[src/hw/rtl/line_follow_pd_steering_defines.svh]
// ----------------------------------------------------------------------------
// line_follow_pd_steering_defines
// Assertion macros for the line follower steering block.
// ----------------------------------------------------------------------------
`ifndef LINE_FOLLOW_PD_STEERING_DEFINES_SVH
`define LINE_FOLLOW_PD_STEERING_DEFINES_SVH

// same-cycle implication, sampled on clk, off during reset
`define LFPD_ASSERT_IMP(lbl, ante, cons) \
	lbl: assert property (@(posedge clk) disable iff (!arst_n) (ante) |-> (cons)) \
		else $error("lfpd check failed");

// next-cycle implication, sampled on clk, off during reset
`define LFPD_ASSERT_NXT(lbl, ante, cons) \
	lbl: assert property (@(posedge clk) disable iff (!arst_n) (ante) |=> (cons)) \
		else $error("lfpd check failed");

`endif

[src/hw/rtl/lfpd_pkg.sv]
// ----------------------------------------------------------------------------
// lfpd_pkg
// Shared widths, register indexes, reset values and FSM type.
// ----------------------------------------------------------------------------
`default_nettype none

package lfpd_pkg;

	localparam int SENS_W = 6;
	localparam int IN_W   = 8;
	localparam int GAIN_W = 16;
	localparam int OUT_W  = 16;
	localparam int CFG_W  = 16;
	localparam int IDX_W  = 2;

	localparam logic [IDX_W-1:0] REG_GAIN_P     = 2'd0;
	localparam logic [IDX_W-1:0] REG_GAIN_D     = 2'd1;
	localparam logic [IDX_W-1:0] REG_BASE_SPEED = 2'd2;

	localparam logic [GAIN_W-1:0]        GAIN_P_RST     = 16'd1150;
	localparam logic signed [GAIN_W-1:0] GAIN_D_RST     = 16'sd0;
	localparam logic signed [OUT_W-1:0]  BASE_SPEED_RST = 16'sd1200;

	typedef enum logic [1:0] {
		ST_IDLE,
		ST_START,
		ST_MUL,
		ST_FIN
	} state_t;

endpackage

`default_nettype wire

[src/hw/rtl/line_follow_pd_steering.sv]
// ----------------------------------------------------------------------------
// line_follow_pd_steering
// Line follower PD steering: sensor beat in, wheel targets and correction out.
// ----------------------------------------------------------------------------
// Usage:
//   s_* carries one sensor beat, sensor_bits in s_tdata[5:0]. m_* returns one
//   beat per input: left_target, right_target, correction (16-bit signed).
//   cfg_we/cfg_idx/cfg_data write gain_p (0), gain_d (1), base_speed (2);
//   other indexes are dropped. Write only while no beat is in flight.
// Timing:
//   One item at a time. After the input beat updates the error come a load,
//   16 steps of the bit-serial PD multiplier (one gain bit per cycle), a done
//   handoff, then scale, saturate and the output register. s_tready is high
//   again on the cycle after the result is loaded, so the next item can start
//   while the previous result still waits.
// Reset:
//   arst_n clears the line error, gains to 1150/0, base speed to 1200,
//   and empties the output register.
// Backpressure:
//   With m_tready low the result is held in m_tdata; a finished second
//   result waits inside the block and no third beat is taken.
// ----------------------------------------------------------------------------
`default_nettype none
`include "line_follow_pd_steering_defines.svh"

module line_follow_pd_steering #(
	parameter int ERROR_FRAC_BITS = 12
) (
	input  wire logic                              clk,
	input  wire logic                              arst_n,
	input  wire logic                              s_tvalid,
	output logic                                   s_tready,
	input  wire logic [lfpd_pkg::IN_W-1:0]         s_tdata,   // [5:0] sensor_bits, [7:6] zero
	output logic                                   m_tvalid,
	input  wire logic                              m_tready,
	output logic [3*lfpd_pkg::OUT_W-1:0]           m_tdata,   // left_target, right_target, correction
	input  wire logic                              cfg_we,
	input  wire logic [lfpd_pkg::IDX_W-1:0]        cfg_idx,
	input  wire logic [lfpd_pkg::CFG_W-1:0]        cfg_data
);
	import lfpd_pkg::*;

	localparam int F   = ERROR_FRAC_BITS;
	localparam int EW  = F + 2;
	localparam int PW  = EW + 2 + GAIN_W;
	localparam int CFW = PW - F;
	localparam int SW  = OUT_W + 2;
	localparam logic signed [OUT_W-1:0] SAT_MAX = {1'b0, {(OUT_W-1){1'b1}}};
	localparam logic signed [OUT_W-1:0] SAT_MIN = {1'b1, {(OUT_W-1){1'b0}}};

	state_t state_q, state_d;

	logic [GAIN_W-1:0]        gain_p_q;
	logic signed [GAIN_W-1:0] gain_d_q;
	logic signed [OUT_W-1:0]  base_q;

	logic                     in_acc, mul_start, mul_done, load_out, m_tvalid_q;
	logic [3*OUT_W-1:0]       m_tdata_q;
	logic signed [EW-1:0]     err, prev;
	logic signed [PW-1:0]     pd;
	logic signed [CFW-1:0]    corr_full;
	logic signed [OUT_W-1:0]  corr, left_t, right_t;
	logic signed [SW-1:0]     corr_x, base_x, lt_full, rt_full;

	always_ff @(posedge clk or negedge arst_n) begin
		if (!arst_n) begin
			gain_p_q <= GAIN_P_RST;
			gain_d_q <= GAIN_D_RST;
			base_q   <= BASE_SPEED_RST;
		end else if (cfg_we) begin
			unique case (cfg_idx)
				REG_GAIN_P:     gain_p_q <= cfg_data;
				REG_GAIN_D:     gain_d_q <= cfg_data;
				REG_BASE_SPEED: base_q   <= cfg_data;
				default:        ;
			endcase
		end
	end

	assign in_acc = s_tvalid && s_tready;

	lfpd_err #(
		.ERROR_FRAC_BITS(ERROR_FRAC_BITS)
	) u_err (
		.clk         (clk),
		.arst_n      (arst_n),
		.load        (in_acc),
		.sensor_bits (s_tdata[SENS_W-1:0]),
		.err         (err),
		.prev        (prev)
	);

	lfpd_smul #(
		.EW(EW)
	) u_smul (
		.clk    (clk),
		.arst_n (arst_n),
		.start  (mul_start),
		.gain_p (gain_p_q),
		.gain_d (gain_d_q),
		.err    (err),
		.prev   (prev),
		.done   (mul_done),
		.pd     (pd)
	);

	// floor shift, then saturate correction and both targets
	always_comb begin
		corr_full = pd[PW-1:F];
		if (corr_full[CFW-1:OUT_W-1] == {(CFW-OUT_W+1){corr_full[CFW-1]}})
			corr = corr_full[OUT_W-1:0];
		else
			corr = corr_full[CFW-1] ? SAT_MIN : SAT_MAX;
		corr_x  = {{2{corr[OUT_W-1]}}, corr};
		base_x  = {{2{base_q[OUT_W-1]}}, base_q};
		lt_full = -(base_x + corr_x);
		rt_full = corr_x - base_x;
		if (lt_full[SW-1:OUT_W-1] == {(SW-OUT_W+1){lt_full[SW-1]}})
			left_t = lt_full[OUT_W-1:0];
		else
			left_t = lt_full[SW-1] ? SAT_MIN : SAT_MAX;
		if (rt_full[SW-1:OUT_W-1] == {(SW-OUT_W+1){rt_full[SW-1]}})
			right_t = rt_full[OUT_W-1:0];
		else
			right_t = rt_full[SW-1] ? SAT_MIN : SAT_MAX;
	end

	always_ff @(posedge clk or negedge arst_n) begin
		if (!arst_n)
			state_q <= ST_IDLE;
		else
			state_q <= state_d;
	end

	always_comb begin
		state_d   = state_q;
		s_tready  = 1'b0;
		mul_start = 1'b0;
		load_out  = 1'b0;
		unique case (state_q)
			ST_IDLE: begin
				s_tready = 1'b1;
				if (s_tvalid)
					state_d = ST_START;
			end
			ST_START: begin
				mul_start = 1'b1;
				state_d   = ST_MUL;
			end
			ST_MUL: begin
				if (mul_done)
					state_d = ST_FIN;
			end
			ST_FIN: begin
				if (!m_tvalid_q || m_tready) begin
					load_out = 1'b1;
					state_d  = ST_IDLE;
				end
			end
			default: state_d = ST_IDLE;
		endcase
	end

	always_ff @(posedge clk or negedge arst_n) begin
		if (!arst_n)
			m_tvalid_q <= 1'b0;
		else if (load_out)
			m_tvalid_q <= 1'b1;
		else if (m_tready)
			m_tvalid_q <= 1'b0;
	end

	always_ff @(posedge clk) begin
		if (load_out)
			m_tdata_q <= {corr, right_t, left_t};
	end

	assign m_tvalid = m_tvalid_q;
	assign m_tdata  = m_tdata_q;

	`LFPD_ASSERT_NXT(a_acc_starts_mul, in_acc, state_q == ST_START)
	`LFPD_ASSERT_IMP(a_done_in_mul, mul_done, state_q == ST_MUL)
	`LFPD_ASSERT_NXT(a_stall_holds_fin, state_q == ST_FIN && m_tvalid && !m_tready,
		state_q == ST_FIN)

endmodule

`default_nettype wire

[src/hw/rtl/lfpd_err.sv]
// ----------------------------------------------------------------------------
// lfpd_err
// Sensor pattern decode and line error register (Q format, decay by 0.7).
// ----------------------------------------------------------------------------
`default_nettype none

module lfpd_err #(
	parameter int ERROR_FRAC_BITS = 12
) (
	input  wire logic                                 clk,
	input  wire logic                                 arst_n,
	input  wire logic                                 load,
	input  wire logic [lfpd_pkg::SENS_W-1:0]          sensor_bits,
	output logic signed [ERROR_FRAC_BITS+1:0]         err,
	output logic signed [ERROR_FRAC_BITS+1:0]         prev
);
	import lfpd_pkg::*;

	localparam int F   = ERROR_FRAC_BITS;
	localparam int EW  = F + 2;
	localparam int ONE = 1 << F;
	localparam int MW  = EW + 3;
	localparam int RW  = EW + 4;
	localparam int S   = EW + 7;
	localparam int PW  = MW + RW;
	localparam longint unsigned RECIP = ((longint'(1) << S) + 9) / 10;
	localparam logic [RW-1:0]   RECIP_W = RW'(RECIP);

	localparam logic [SENS_W-1:0] PAT_C    = 6'b001100;
	localparam logic [SENS_W-1:0] PAT_R01  = 6'b011110;
	localparam logic [SENS_W-1:0] PAT_R02  = 6'b111100;
	localparam logic [SENS_W-1:0] PAT_R04  = 6'b111000;
	localparam logic [SENS_W-1:0] PAT_R09A = 6'b110000;
	localparam logic [SENS_W-1:0] PAT_R09B = 6'b100000;
	localparam logic [SENS_W-1:0] PAT_L01  = 6'b001111;
	localparam logic [SENS_W-1:0] PAT_L025 = 6'b000111;
	localparam logic [SENS_W-1:0] PAT_L03  = 6'b000011;
	localparam logic [SENS_W-1:0] PAT_L08  = 6'b000001;
	localparam logic [SENS_W-1:0] PAT_DARK = 6'b000000;

	localparam logic signed [EW-1:0] E_P01  = EW'((ONE + 5) / 10);
	localparam logic signed [EW-1:0] E_P02  = EW'((ONE + 2) / 5);
	localparam logic signed [EW-1:0] E_P04  = EW'((2 * ONE + 2) / 5);
	localparam logic signed [EW-1:0] E_P09  = EW'((9 * ONE + 5) / 10);
	localparam logic signed [EW-1:0] E_N01  = EW'(-((ONE + 5) / 10));
	localparam logic signed [EW-1:0] E_N025 = EW'(-((ONE + 2) / 4));
	localparam logic signed [EW-1:0] E_N03  = EW'(-((3 * ONE + 5) / 10));
	localparam logic signed [EW-1:0] E_N08  = EW'(-((4 * ONE + 2) / 5));

	logic signed [EW-1:0] err_q, prev_q, nxt, decay;
	logic [EW-1:0]        mag, quo;
	logic [MW-1:0]        m7;
	logic [PW-1:0]        prod;

	// |e|*7/10 truncated: reciprocal multiply, exact for this range
	always_comb begin
		mag   = err_q[EW-1] ? EW'(-err_q) : err_q;
		m7    = (MW'(mag) << 3) - MW'(mag);
		prod  = PW'(m7) * PW'(RECIP_W);
		quo   = prod[S +: EW];
		decay = err_q[EW-1] ? -$signed(quo) : $signed(quo);
		unique case (sensor_bits)
			PAT_C:    nxt = '0;
			PAT_R01:  nxt = E_P01;
			PAT_R02:  nxt = E_P02;
			PAT_R04:  nxt = E_P04;
			PAT_R09A: nxt = E_P09;
			PAT_R09B: nxt = E_P09;
			PAT_L01:  nxt = E_N01;
			PAT_L025: nxt = E_N025;
			PAT_L03:  nxt = E_N03;
			PAT_L08:  nxt = E_N08;
			PAT_DARK: nxt = err_q;
			default:  nxt = decay;
		endcase
	end

	always_ff @(posedge clk or negedge arst_n) begin
		if (!arst_n) begin
			err_q  <= '0;
			prev_q <= '0;
		end else if (load) begin
			prev_q <= err_q;
			err_q  <= nxt;
		end
	end

	assign err  = err_q;
	assign prev = prev_q;

endmodule

`default_nettype wire

[src/hw/rtl/lfpd_smul.sv]
// ----------------------------------------------------------------------------
// lfpd_smul
// Bit-serial PD product: gain_p*e + gain_d*(e - prev), one gain bit a cycle.
// ----------------------------------------------------------------------------
`default_nettype none

module lfpd_smul #(
	parameter int EW = 14
) (
	input  wire logic                                   clk,
	input  wire logic                                   arst_n,
	input  wire logic                                   start,
	input  wire logic [lfpd_pkg::GAIN_W-1:0]            gain_p,
	input  wire logic signed [lfpd_pkg::GAIN_W-1:0]     gain_d,
	input  wire logic signed [EW-1:0]                   err,
	input  wire logic signed [EW-1:0]                   prev,
	output logic                                        done,
	output logic signed [EW+1+lfpd_pkg::GAIN_W:0]       pd
);
	import lfpd_pkg::*;

	localparam int DW = EW + 1;
	localparam int TW = EW + 2;
	localparam int CW = $clog2(GAIN_W);

	logic [GAIN_W-1:0]    gp_q, gd_q, lo_q;
	logic signed [EW-1:0] e_q;
	logic signed [DW-1:0] d_q;
	logic signed [TW-1:0] hi_q, add_p, add_d, sum, e_x, d_x;
	logic [CW-1:0]        cnt_q;
	logic                 busy_q, done_q, last;

	// top gain_d bit carries weight -2^15
	always_comb begin
		last  = (cnt_q == CW'(GAIN_W - 1));
		e_x   = {{(TW-EW){e_q[EW-1]}}, e_q};
		d_x   = {{(TW-DW){d_q[DW-1]}}, d_q};
		add_p = gp_q[0] ? e_x : '0;
		add_d = gd_q[0] ? (last ? -d_x : d_x) : '0;
		sum   = hi_q + add_p + add_d;
	end

	always_ff @(posedge clk or negedge arst_n) begin
		if (!arst_n) begin
			busy_q <= 1'b0;
			done_q <= 1'b0;
			cnt_q  <= '0;
		end else begin
			done_q <= 1'b0;
			if (start) begin
				busy_q <= 1'b1;
				cnt_q  <= '0;
			end else if (busy_q) begin
				cnt_q <= cnt_q + 1'b1;
				if (last) begin
					busy_q <= 1'b0;
					done_q <= 1'b1;
				end
			end
		end
	end

	always_ff @(posedge clk) begin
		if (start) begin
			gp_q <= gain_p;
			gd_q <= gain_d;
			e_q  <= err;
			d_q  <= {err[EW-1], err} - {prev[EW-1], prev};
			hi_q <= '0;
		end else if (busy_q) begin
			gp_q <= gp_q >> 1;
			gd_q <= gd_q >> 1;
			hi_q <= sum >>> 1;
			lo_q <= {sum[0], lo_q[GAIN_W-1:1]};
		end
	end

	assign done = done_q;
	assign pd   = $signed({hi_q, lo_q});

endmodule

`default_nettype wire
[config.mk]
export PLATFORM = sky130hd
export DESIGN_NAME = line_follow_pd_steering
export DESIGN_NICKNAME = d
export VERILOG_FILES = /design/src/hw/rtl/lfpd_pkg.sv /design/src/hw/rtl/line_follow_pd_steering.sv /design/src/hw/rtl/lfpd_err.sv /design/src/hw/rtl/lfpd_smul.sv
export VERILOG_INCLUDE_DIRS = /design/src /design/src/hw/rtl
export SDC_FILE = /design/constraint.sdc
export NUM_CORES = 1
export LEC_CHECK = 0
export BUFFER_PORTS_ARGS = -buffer_cell sky130_fd_sc_hd__buf_2
export CAP_MARGIN = 10
export CORE_MARGIN = 8
export CORE_UTILIZATION = 40
export CTS_CLUSTER_DIAMETER = 50
export DETAILED_ROUTE_END_ITERATION = 8
export HOLD_SLACK_MARGIN = 0.03
export PLACE_DENSITY = 0.56
export SYNTH_ARGS = -nofsm -noshare
export SYNTH_HDL_FRONTEND = slang
export SYNTH_HIERARCHICAL = 1
export SYNTH_SLANG_ARGS = --single-unit
[constraint.sdc]
create_clock -name clk -period 9.3 [get_ports clk]
set_clock_uncertainty 0.2 [all_clocks]
set_input_delay 1.395 -clock clk [delete_from_list [all_inputs] [get_ports clk]]
set_output_delay 1.395 -clock clk [all_outputs]
set_load 0.01 [all_outputs]
==> results of run 1 <==
[path summary, 6_finish.rpt]
| path | end | startpoint |
|---|---|---|
| max | u_err/err[13]$_DFFE_PN0P_ | u_err/err[0]$_DFFE_PN0P_ |
| min reg2reg | u_smul/lo_q[14]$_DFFE_PP_ | u_smul/lo_q[15]$_DFFE_PP_ |
| min in group asynchronous | base_q[2]$_DFFE_PN0P_ | arst_n |
| max in group asynchronous | u_err/err[13]$_DFFE_PN0P_ | arst_n |
| max reg2reg | u_err/err[13]$_DFFE_PN0P_ | u_err/err[0]$_DFFE_PN0P_ |
| min | u_smul/lo_q[14]$_DFFE_PP_ | u_smul/lo_q[15]$_DFFE_PP_ |
[critical path, delay by kind of cell (launching register included)]
family | cells | cell delay, ns
flip-flops | 1 | 0.44
XOR/XNOR | 3 | 0.68
AND/OR/NAND/NOR | 5 | 0.99
buffers and inverters | 6 | 0.62
adder cells (fa/ha/maj) | 10 | 3.45
AO/OA/AOI/OAI | 11 | 2.54
[layout make-up]
cell class,count,area [um2]
clock buffers,34,712
clock inverters,16,151
fillers,4386,24600
inverters,296,1110
multi-input cells,1306,12000
flip-flops and latches,213,5840
well taps,607,759
repair buffers,189,1230
[metal layers]
layer | track usage | vias to the layer above
li1 | - | 6804
met1 | 0.242 | 6786
met2 | 0.271 | 233
met3 | 0.0224 | 39
met4 | 0.0297 | 0
met5 | 0 | -
[per-stage QoR]
stage,hold slack [ns],worst slack (ns),std cells,utilization
3_5_place_dp,0.252,-0.116,2592,0.440
6_report,0.266,0.267,2661,0.470
2_1_floorplan,0.227,0.0587,1859,-
4_1_cts,0.268,0.00226,2642,0.459
3_3_place_gp,0.239,-0.0814,2592,0.440
5_1_grt,0.287,-0.112,2661,0.470
[placed cells by master (no fill, tap or decap), types with 32 or more instances in the layout]
cell type,instances
nand2_1,89
o21ai_0,71
dfrtp_1,71
mux2_2,96
edfxtp_1,113
a21o_1,32
nor2_1,101
buf_4,112
ha_1,220
a21oi_1,83
fa_1,102
xor2_1,37
xnor2_1,68
buf_2,77
inv_1,295
[what timing repair did]
action / in CTS / in global routing
setup buffers: 0 / 19
endpoints found under the setup margin: 9 / 13
gates resized for setup: 2 / 67
pin swaps: 0 / 34
[sequential cells by signal (all words and copies together) (netlist names), 15 cells and up]
signal       count
base_q          16
gain_d_q        16
m_tdata         48
u_smul/d_q      15
u_smul/hi_q     15
u_smul/gp_q     16
u_smul/gd_q     16
gain_p_q        16
==> results.sh, run 1 <==
export IMPL_die_x_um=233
export IMPL_cp_slowest_cell="fa_2"
export IMPL_reg2reg_depth=35
export IMPL_critPathArrivalTime_ns=9.28
export IMPL_synth_nets=2224
export IMPL_core_um2=46500
export IMPL_ctsRootBufferMaster="clkbuf_16"
export IMPL_diodes=0
export IMPL_yosys_warnings=6
export IMPL_drive_gt1_frac=0.209
export IMPL_portBuffers=78
export IMPL_final_area_um2=21800
export IMPL_antenna_found_initial=0
export IMPL_holdCritPathClass="reg -> reg"
export IMPL_io_pins=81
export IMPL_vias=13900
export IMPL_slew_headroom=0.330
export IMPL_finalSetupViolations=0
export IMPL_rows=79
export IMPL_drt_iter0_markers=820
export IMPL_clkTransAtPathRegs_ns=0.06
export IMPL_fin_nets=2398
export IMPL_dieHeight_um=233
export IMPL_drv_slew=0
export IMPL_startpoint_type="flop"
export IMPL_slowest_delay_ns=0.58
export IMPL_reg2reg_slack_ns=0.27
export IMPL_initial_core_util=0.404
export IMPL_endpoint_kind="flop"
export IMPL_vias_per_cell=5.21
export IMPL_finalHoldViolCount=0
export IMPL_hold_depth=0
export IMPL_maxCapViolCount=0
export IMPL_fin_setup_tns_ns=0
export IMPL_cts_tree="done"
export IMPL_grt_first_pass_wirelength_mm=74.0
export IMPL_status="complete, no violations"
export IMPL_clock_path_buffers=3
export IMPL_cp_max_fo=4
export IMPL_ant_nets=0
export IMPL_syn2layout_area_growth_pct=16.1
export IMPL_syn_inst=1859
export IMPL_route_top_layer_used="met4"
export IMPL_grt_pass1_vias=13800
export IMPL_worstSetupPathType="reg -> reg"
export IMPL_ctsHoldBuffers=0
export IMPL_clock_sinks=213
export IMPL_avgSynthCellArea_um2=10.1
export IMPL_wire_per_inst_um=17.2
export IMPL_clock_latency_ns=0.55
export IMPL_dr_wl_met2_mm=21.1
export IMPL_dpl_hpwl_mm=36.6
export IMPL_wl_met3_mm=1.75
export IMPL_die_area_um2=54100
export IMPL_critPathRequiredTime_ns=9.54
export IMPL_fmax_ghz=0.111
export IMPL_overflow=0
export IMPL_grt_usage=0.168
export IMPL_drc_errors=0
export IMPL_timing_final_crit_share=0.971
export IMPL_period_minus_slack_ns=9.03
export IMPL_grt_max_degree=81
export IMPL_drt_total_wl_mm=45.9
export IMPL_syn_area_um2=18800
export IMPL_ctsHtreeMaxLevel=1
export IMPL_placed_cell_area_um2=20500
export IMPL_wl_met1_mm=22.3
export IMPL_firstDrtPassIters=7
export IMPL_cts_buffers=27
export IMPL_place_gp_congestion=0.861
export IMPL_worst_pin_slew_ns=1.00
Power of run 1 is left out: the tool's default activity adds up to more than one toggle a clock period on the data nets, which glitch-free logic cannot reach.
==> inputs of run 2 (changes only) <==
--- a/config.mk
+++ b/config.mk
@@ -9,11 +9,11 @@
 export BUFFER_PORTS_ARGS = -buffer_cell sky130_fd_sc_hd__buf_2
 export CAP_MARGIN = 10
 export CORE_MARGIN = 8
-export CORE_UTILIZATION = 40
+export CORE_UTILIZATION = 58
 export CTS_CLUSTER_DIAMETER = 50
 export DETAILED_ROUTE_END_ITERATION = 8
 export HOLD_SLACK_MARGIN = 0.03
-export PLACE_DENSITY = 0.56
+export PLACE_DENSITY = 0.77
 export SYNTH_ARGS = -nofsm -noshare
 export SYNTH_HDL_FRONTEND = slang
 export SYNTH_HIERARCHICAL = 1
==> results.sh, run 2 (synthesized netlist as in run 1, its figures left out) <==
export IMPL_status="complete, no violations"
export IMPL_die_x_um=196
export IMPL_cp_slowest_cell="fa_1"
export IMPL_grt_pass1_vias=13700
export IMPL_whs_ns=0.259
export IMPL_syn2layout_area_growth_pct=13.8
export IMPL_wl_met3_mm=2.14
export IMPL_drt_iter0_markers=925
export IMPL_startpoint_type="flop"
export IMPL_dieHeight_um=196
export IMPL_grt_first_pass_wirelength_mm=70.7
export IMPL_clock_path_buffers=3
export IMPL_portBuffers=78
export IMPL_clock_sinks=213
export IMPL_worstSetupPathType="reg -> reg"
export IMPL_drv_slew=0
export IMPL_ctsRootBufferMaster="clkbuf_16"
export IMPL_endpoint_kind="flop"
export IMPL_ctsHtreeMaxLevel=1
export IMPL_rsz0062_at_grt="yes"
export IMPL_period_minus_slack_ns=9.12
export IMPL_critPathRequiredTime_ns=9.51
export IMPL_dpl_hpwl_mm=34.9
export IMPL_rows=66
export IMPL_dr_wl_met2_mm=20.4
export IMPL_fin_nets=2362
export IMPL_wire_per_inst_um=18.5
export IMPL_ant_nets=0
export IMPL_finalHoldViolCount=0
export IMPL_clkTransAtPathRegs_ns=0.06
export IMPL_core_um2=32200
export IMPL_final_common_cell="inv_1"
export IMPL_finalSetupViolations=0
export IMPL_grt_max_degree=53
export IMPL_wl_met1_mm=20.8
export IMPL_antenna_found_initial=0
export IMPL_drc_errors=0
export IMPL_initial_core_util=0.583
export IMPL_largest_reg_flops=48
export IMPL_firstDrtPassIters=7
export IMPL_fmax_ghz=0.110
export IMPL_drt_total_wl_mm=44.8
export IMPL_worst_pin_slew_ns=0.991
export IMPL_fin_setup_tns_ns=0
export IMPL_route_top_layer_used="met4"
export IMPL_slowest_delay_ns=0.55
export IMPL_holdCritPathClass="reg -> reg"
export IMPL_io_pins=81
export IMPL_clock_latency_ns=0.55
export IMPL_cts_tree="done"
export IMPL_overflow=0
export IMPL_critPathArrivalTime_ns=9.33
export IMPL_slew_headroom=0.340
export IMPL_cts_buffers=26
export IMPL_grt_usage=0.226
export IMPL_diodes=0
export IMPL_maxCapViolCount=0
export IMPL_fill_cells=2457
export IMPL_drive_gt1_frac=0.195
export IMPL_cpMostUsedCell="inv_1"
export IMPL_timing_final_crit_share=0.981
export IMPL_vias=14000
export IMPL_place_gp_congestion=0.897
export IMPL_die_area_um2=38400
export IMPL_cp_max_fo=6
export IMPL_layout_common_cells="inv_1, ha_1, edfxtp_1"
export IMPL_vias_per_cell=5.79
## run 2: path summary, 6_finish.rpt
path                       cells after the start  slack, ns                        end                      start
max                                           39       0.18   u_err/err[6]$_DFFE_PN0P_   u_err/err[1]$_DFFE_PN0P_
min in group asynchronous                      1       0.65      u_smul/done$_DFF_PN0_                     arst_n
min reg2reg                                    0       0.26  u_smul/lo_q[14]$_DFFE_PP_  u_smul/lo_q[15]$_DFFE_PP_
max reg2reg                                   39       0.18   u_err/err[6]$_DFFE_PN0P_   u_err/err[1]$_DFFE_PN0P_
min                                            0       0.26  u_smul/lo_q[14]$_DFFE_PP_  u_smul/lo_q[15]$_DFFE_PP_
max in group asynchronous                      2       7.16     base_q[15]$_DFFE_PN0P_                     arst_n
## run 2: through the flow
step,instance area (um2),util,std cells,setup slack [ns]
after floorplan,18800,-,1859,0.0587
after global placement,20000,0.620,2360,0.214
after detailed placement,20000,0.620,2360,0.0296
after CTS,20900,0.649,2408,0.0697
after global routing,21400,0.664,2425,-0.146
final,21400,0.664,2425,0.179
## run 2: area by class of cell
class                      count  area (um2)  share of cell area
clock inverter                17         244              0.0114
multi-input combinational   1306       12000               0.562
inverter                     296        1110              0.0520
timing repair buffer         154         976              0.0457
tap                          408         510              0.0239
clock buffer                  31         679              0.0318
sequential                   213        5840               0.273
## run 2: what timing repair did
item	CTS	global route
endpoints found under the setup margin	1	13
hold buffers	0	0
resized for setup	1	61
buffers inserted	0	16
pin swaps	0	23
cloned	0	0
## run 2: metal layers
metal  global-route usage  up-vias
met2                0.358      386
met3               0.0271       83
met5                    0        -
met4               0.0654        0
li1                     -     6743
met1                0.323     6837
## run 2: worst max-delay path, delay by kind of cell, from the launching register on
family	cells	cell delay, ns
adder cells (fa/ha/maj)	9	3.49
AO/OA/AOI/OAI	10	2.17
buffers and inverters	10	1.27
AND/OR/NAND/NOR	7	0.81
XOR/XNOR	3	0.61
flip-flops	1	0.43
Power of run 2 is left out for the same reason.
==> inputs of run 3 (changes only) <==
--- a/config.mk
+++ b/config.mk
@@ -10,6 +10,7 @@
 export CAP_MARGIN = 10
 export CORE_MARGIN = 8
 export CORE_UTILIZATION = 58
+export CTS_BUF_LIST = sky130_fd_sc_hd__clkbuf_8 sky130_fd_sc_hd__clkbuf_16
 export CTS_CLUSTER_DIAMETER = 50
 export DETAILED_ROUTE_END_ITERATION = 8
 export HOLD_SLACK_MARGIN = 0.03
==> results.sh, run 3 (synthesized netlist as in run 1, its figures left out) <==
export IMPL_critPathRequiredTime_ns=9.51
export IMPL_firstDrtPassIters=7
export IMPL_timing_final_crit_share=0.981
export IMPL_endpoint_kind="flop"
export IMPL_clock_latency_ns=0.55
export IMPL_clkTransAtPathRegs_ns=0.06
export IMPL_worst_pin_slew_ns=0.991
export IMPL_syn2layout_area_growth_pct=13.8
export IMPL_rows=66
export IMPL_fill_cells=2457
export IMPL_cts_buffers=26
export IMPL_cpMostUsedCell="inv_1"
export IMPL_diodes=0
export IMPL_vias_per_cell=5.80
export IMPL_ctsHoldBuffers=0
export IMPL_dieHeight_um=196
export IMPL_ant_nets=0
export IMPL_grt_usage=0.226
export IMPL_fmax_ghz=0.110
export IMPL_finalSetupViolations=0
export IMPL_grt_max_degree=53
export IMPL_holdCritPathClass="reg -> reg"
export IMPL_dpl_hpwl_mm=34.9
export IMPL_maxCapViolCount=0
export IMPL_drc_errors=0
export IMPL_period_minus_slack_ns=9.12
export IMPL_clock_path_buffers=3
export IMPL_fin_setup_tns_ns=0
export IMPL_initial_core_util=0.583
export IMPL_whs_ns=0.259
export IMPL_drt_iter0_markers=922
export IMPL_grt_first_pass_wirelength_mm=70.7
export IMPL_status="complete, no violations"
export IMPL_wire_per_inst_um=18.5
export IMPL_cp_slowest_cell="fa_1"
export IMPL_antenna_found_initial=0
export IMPL_slew_headroom=0.340
export IMPL_layout_common_cells="inv_1, ha_1, edfxtp_1"
export IMPL_vias=14100
export IMPL_startpoint_type="flop"
export IMPL_grt_pass1_vias=13700
export IMPL_ctsHtreeMaxLevel=1
export IMPL_ctsRootBufferMaster="clkbuf_16"
export IMPL_cts_tree="done"
export IMPL_final_common_cell="inv_1"
export IMPL_fin_nets=2362
export IMPL_die_x_um=196
export IMPL_drive_gt1_frac=0.195
export IMPL_place_gp_congestion=0.897
export IMPL_clock_sinks=213
export IMPL_finalHoldViolCount=0
export IMPL_worstSetupPathType="reg -> reg"
export IMPL_overflow=0
export IMPL_cp_max_fo=6
export IMPL_rsz0062_at_grt="yes"
export IMPL_die_area_um2=38400
export IMPL_slowest_delay_ns=0.55
export IMPL_largest_reg_flops=48
export IMPL_finish_utilization=0.664
export IMPL_drv_slew=0
export IMPL_core_um2=32200
export IMPL_portBuffers=78
export IMPL_io_pins=81
export IMPL_drt_total_wl_mm=44.8
export IMPL_critPathArrivalTime_ns=9.33
==> run 3: path summary, 6_finish.rpt <==
kind,startpoint,endpoint,slack (ns),depth (start not counted)
min in group asynchronous,arst_n,u_smul/done$_DFF_PN0_,0.65,1
worst min register to register,u_smul/lo_q[15]$_DFFE_PP_,u_smul/lo_q[14]$_DFFE_PP_,0.26,0
max in group asynchronous,arst_n,base_q[15]$_DFFE_PN0P_,7.16,2
worst max register to register,u_err/err[1]$_DFFE_PN0P_,u_err/err[6]$_DFFE_PN0P_,0.18,39
worst max-delay path,u_err/err[1]$_DFFE_PN0P_,u_err/err[6]$_DFFE_PN0P_,0.18,39
worst min-delay path,u_smul/lo_q[15]$_DFFE_PP_,u_smul/lo_q[14]$_DFFE_PP_,0.26,0
==> run 3: critical path, delay by kind of cell, from the launching register on <==
kind            cells  cell delay (ns)
fa+ha+maj           9             3.49
buf+inv            10             1.27
xor+xnor            3             0.61
simple gates        7             0.81
compound gates     10             2.17
flops               1             0.43
==> run 3: timing repair <==
item / CTS / global route
setup buffers: 0 / 16
resized for setup: 1 / 61
pin swaps: 0 / 23
endpoints found under the setup margin: 1 / 13
hold endpoints to repair: 0 / 0
gates cloned: 0 / 0
==> run 3: routing by layer <==
layer	track usage	vias to the layer above	wire (um)	share of wire
met5	0	-	0	0
met4	0.0654	0	1350	0.030
met3	0.0271	87	2160	0.048
met2	0.358	384	20500	0.46
met1	0.323	6843	20800	0.46
li1	-	6742	-	-
==> run 3: layout make-up <==
type / instances / area (um2) / area share
inverters: 296 / 1110 / 0.0520
clock inverters: 21 / 259 / 0.0121
multi-input cells: 1306 / 12000 / 0.562
flip-flops and latches: 213 / 5840 / 0.273
well taps: 408 / 510 / 0.0239
repair buffers: 154 / 976 / 0.0457
clock buffers: 27 / 664 / 0.0311
==> run 3: per-stage QoR <==
step / instance area, um2 / cells / setup WS (ns)
2_1_floorplan: 18800 / 1859 / 0.0587
3_3_place_gp: 20000 / 2360 / 0.214
3_5_place_dp: 20000 / 2360 / 0.0296
4_1_cts: 20900 / 2408 / 0.0697
5_1_grt: 21400 / 2425 / -0.146
6_report: 21400 / 2425 / 0.179
Power of run 3 is left out for the same reason.
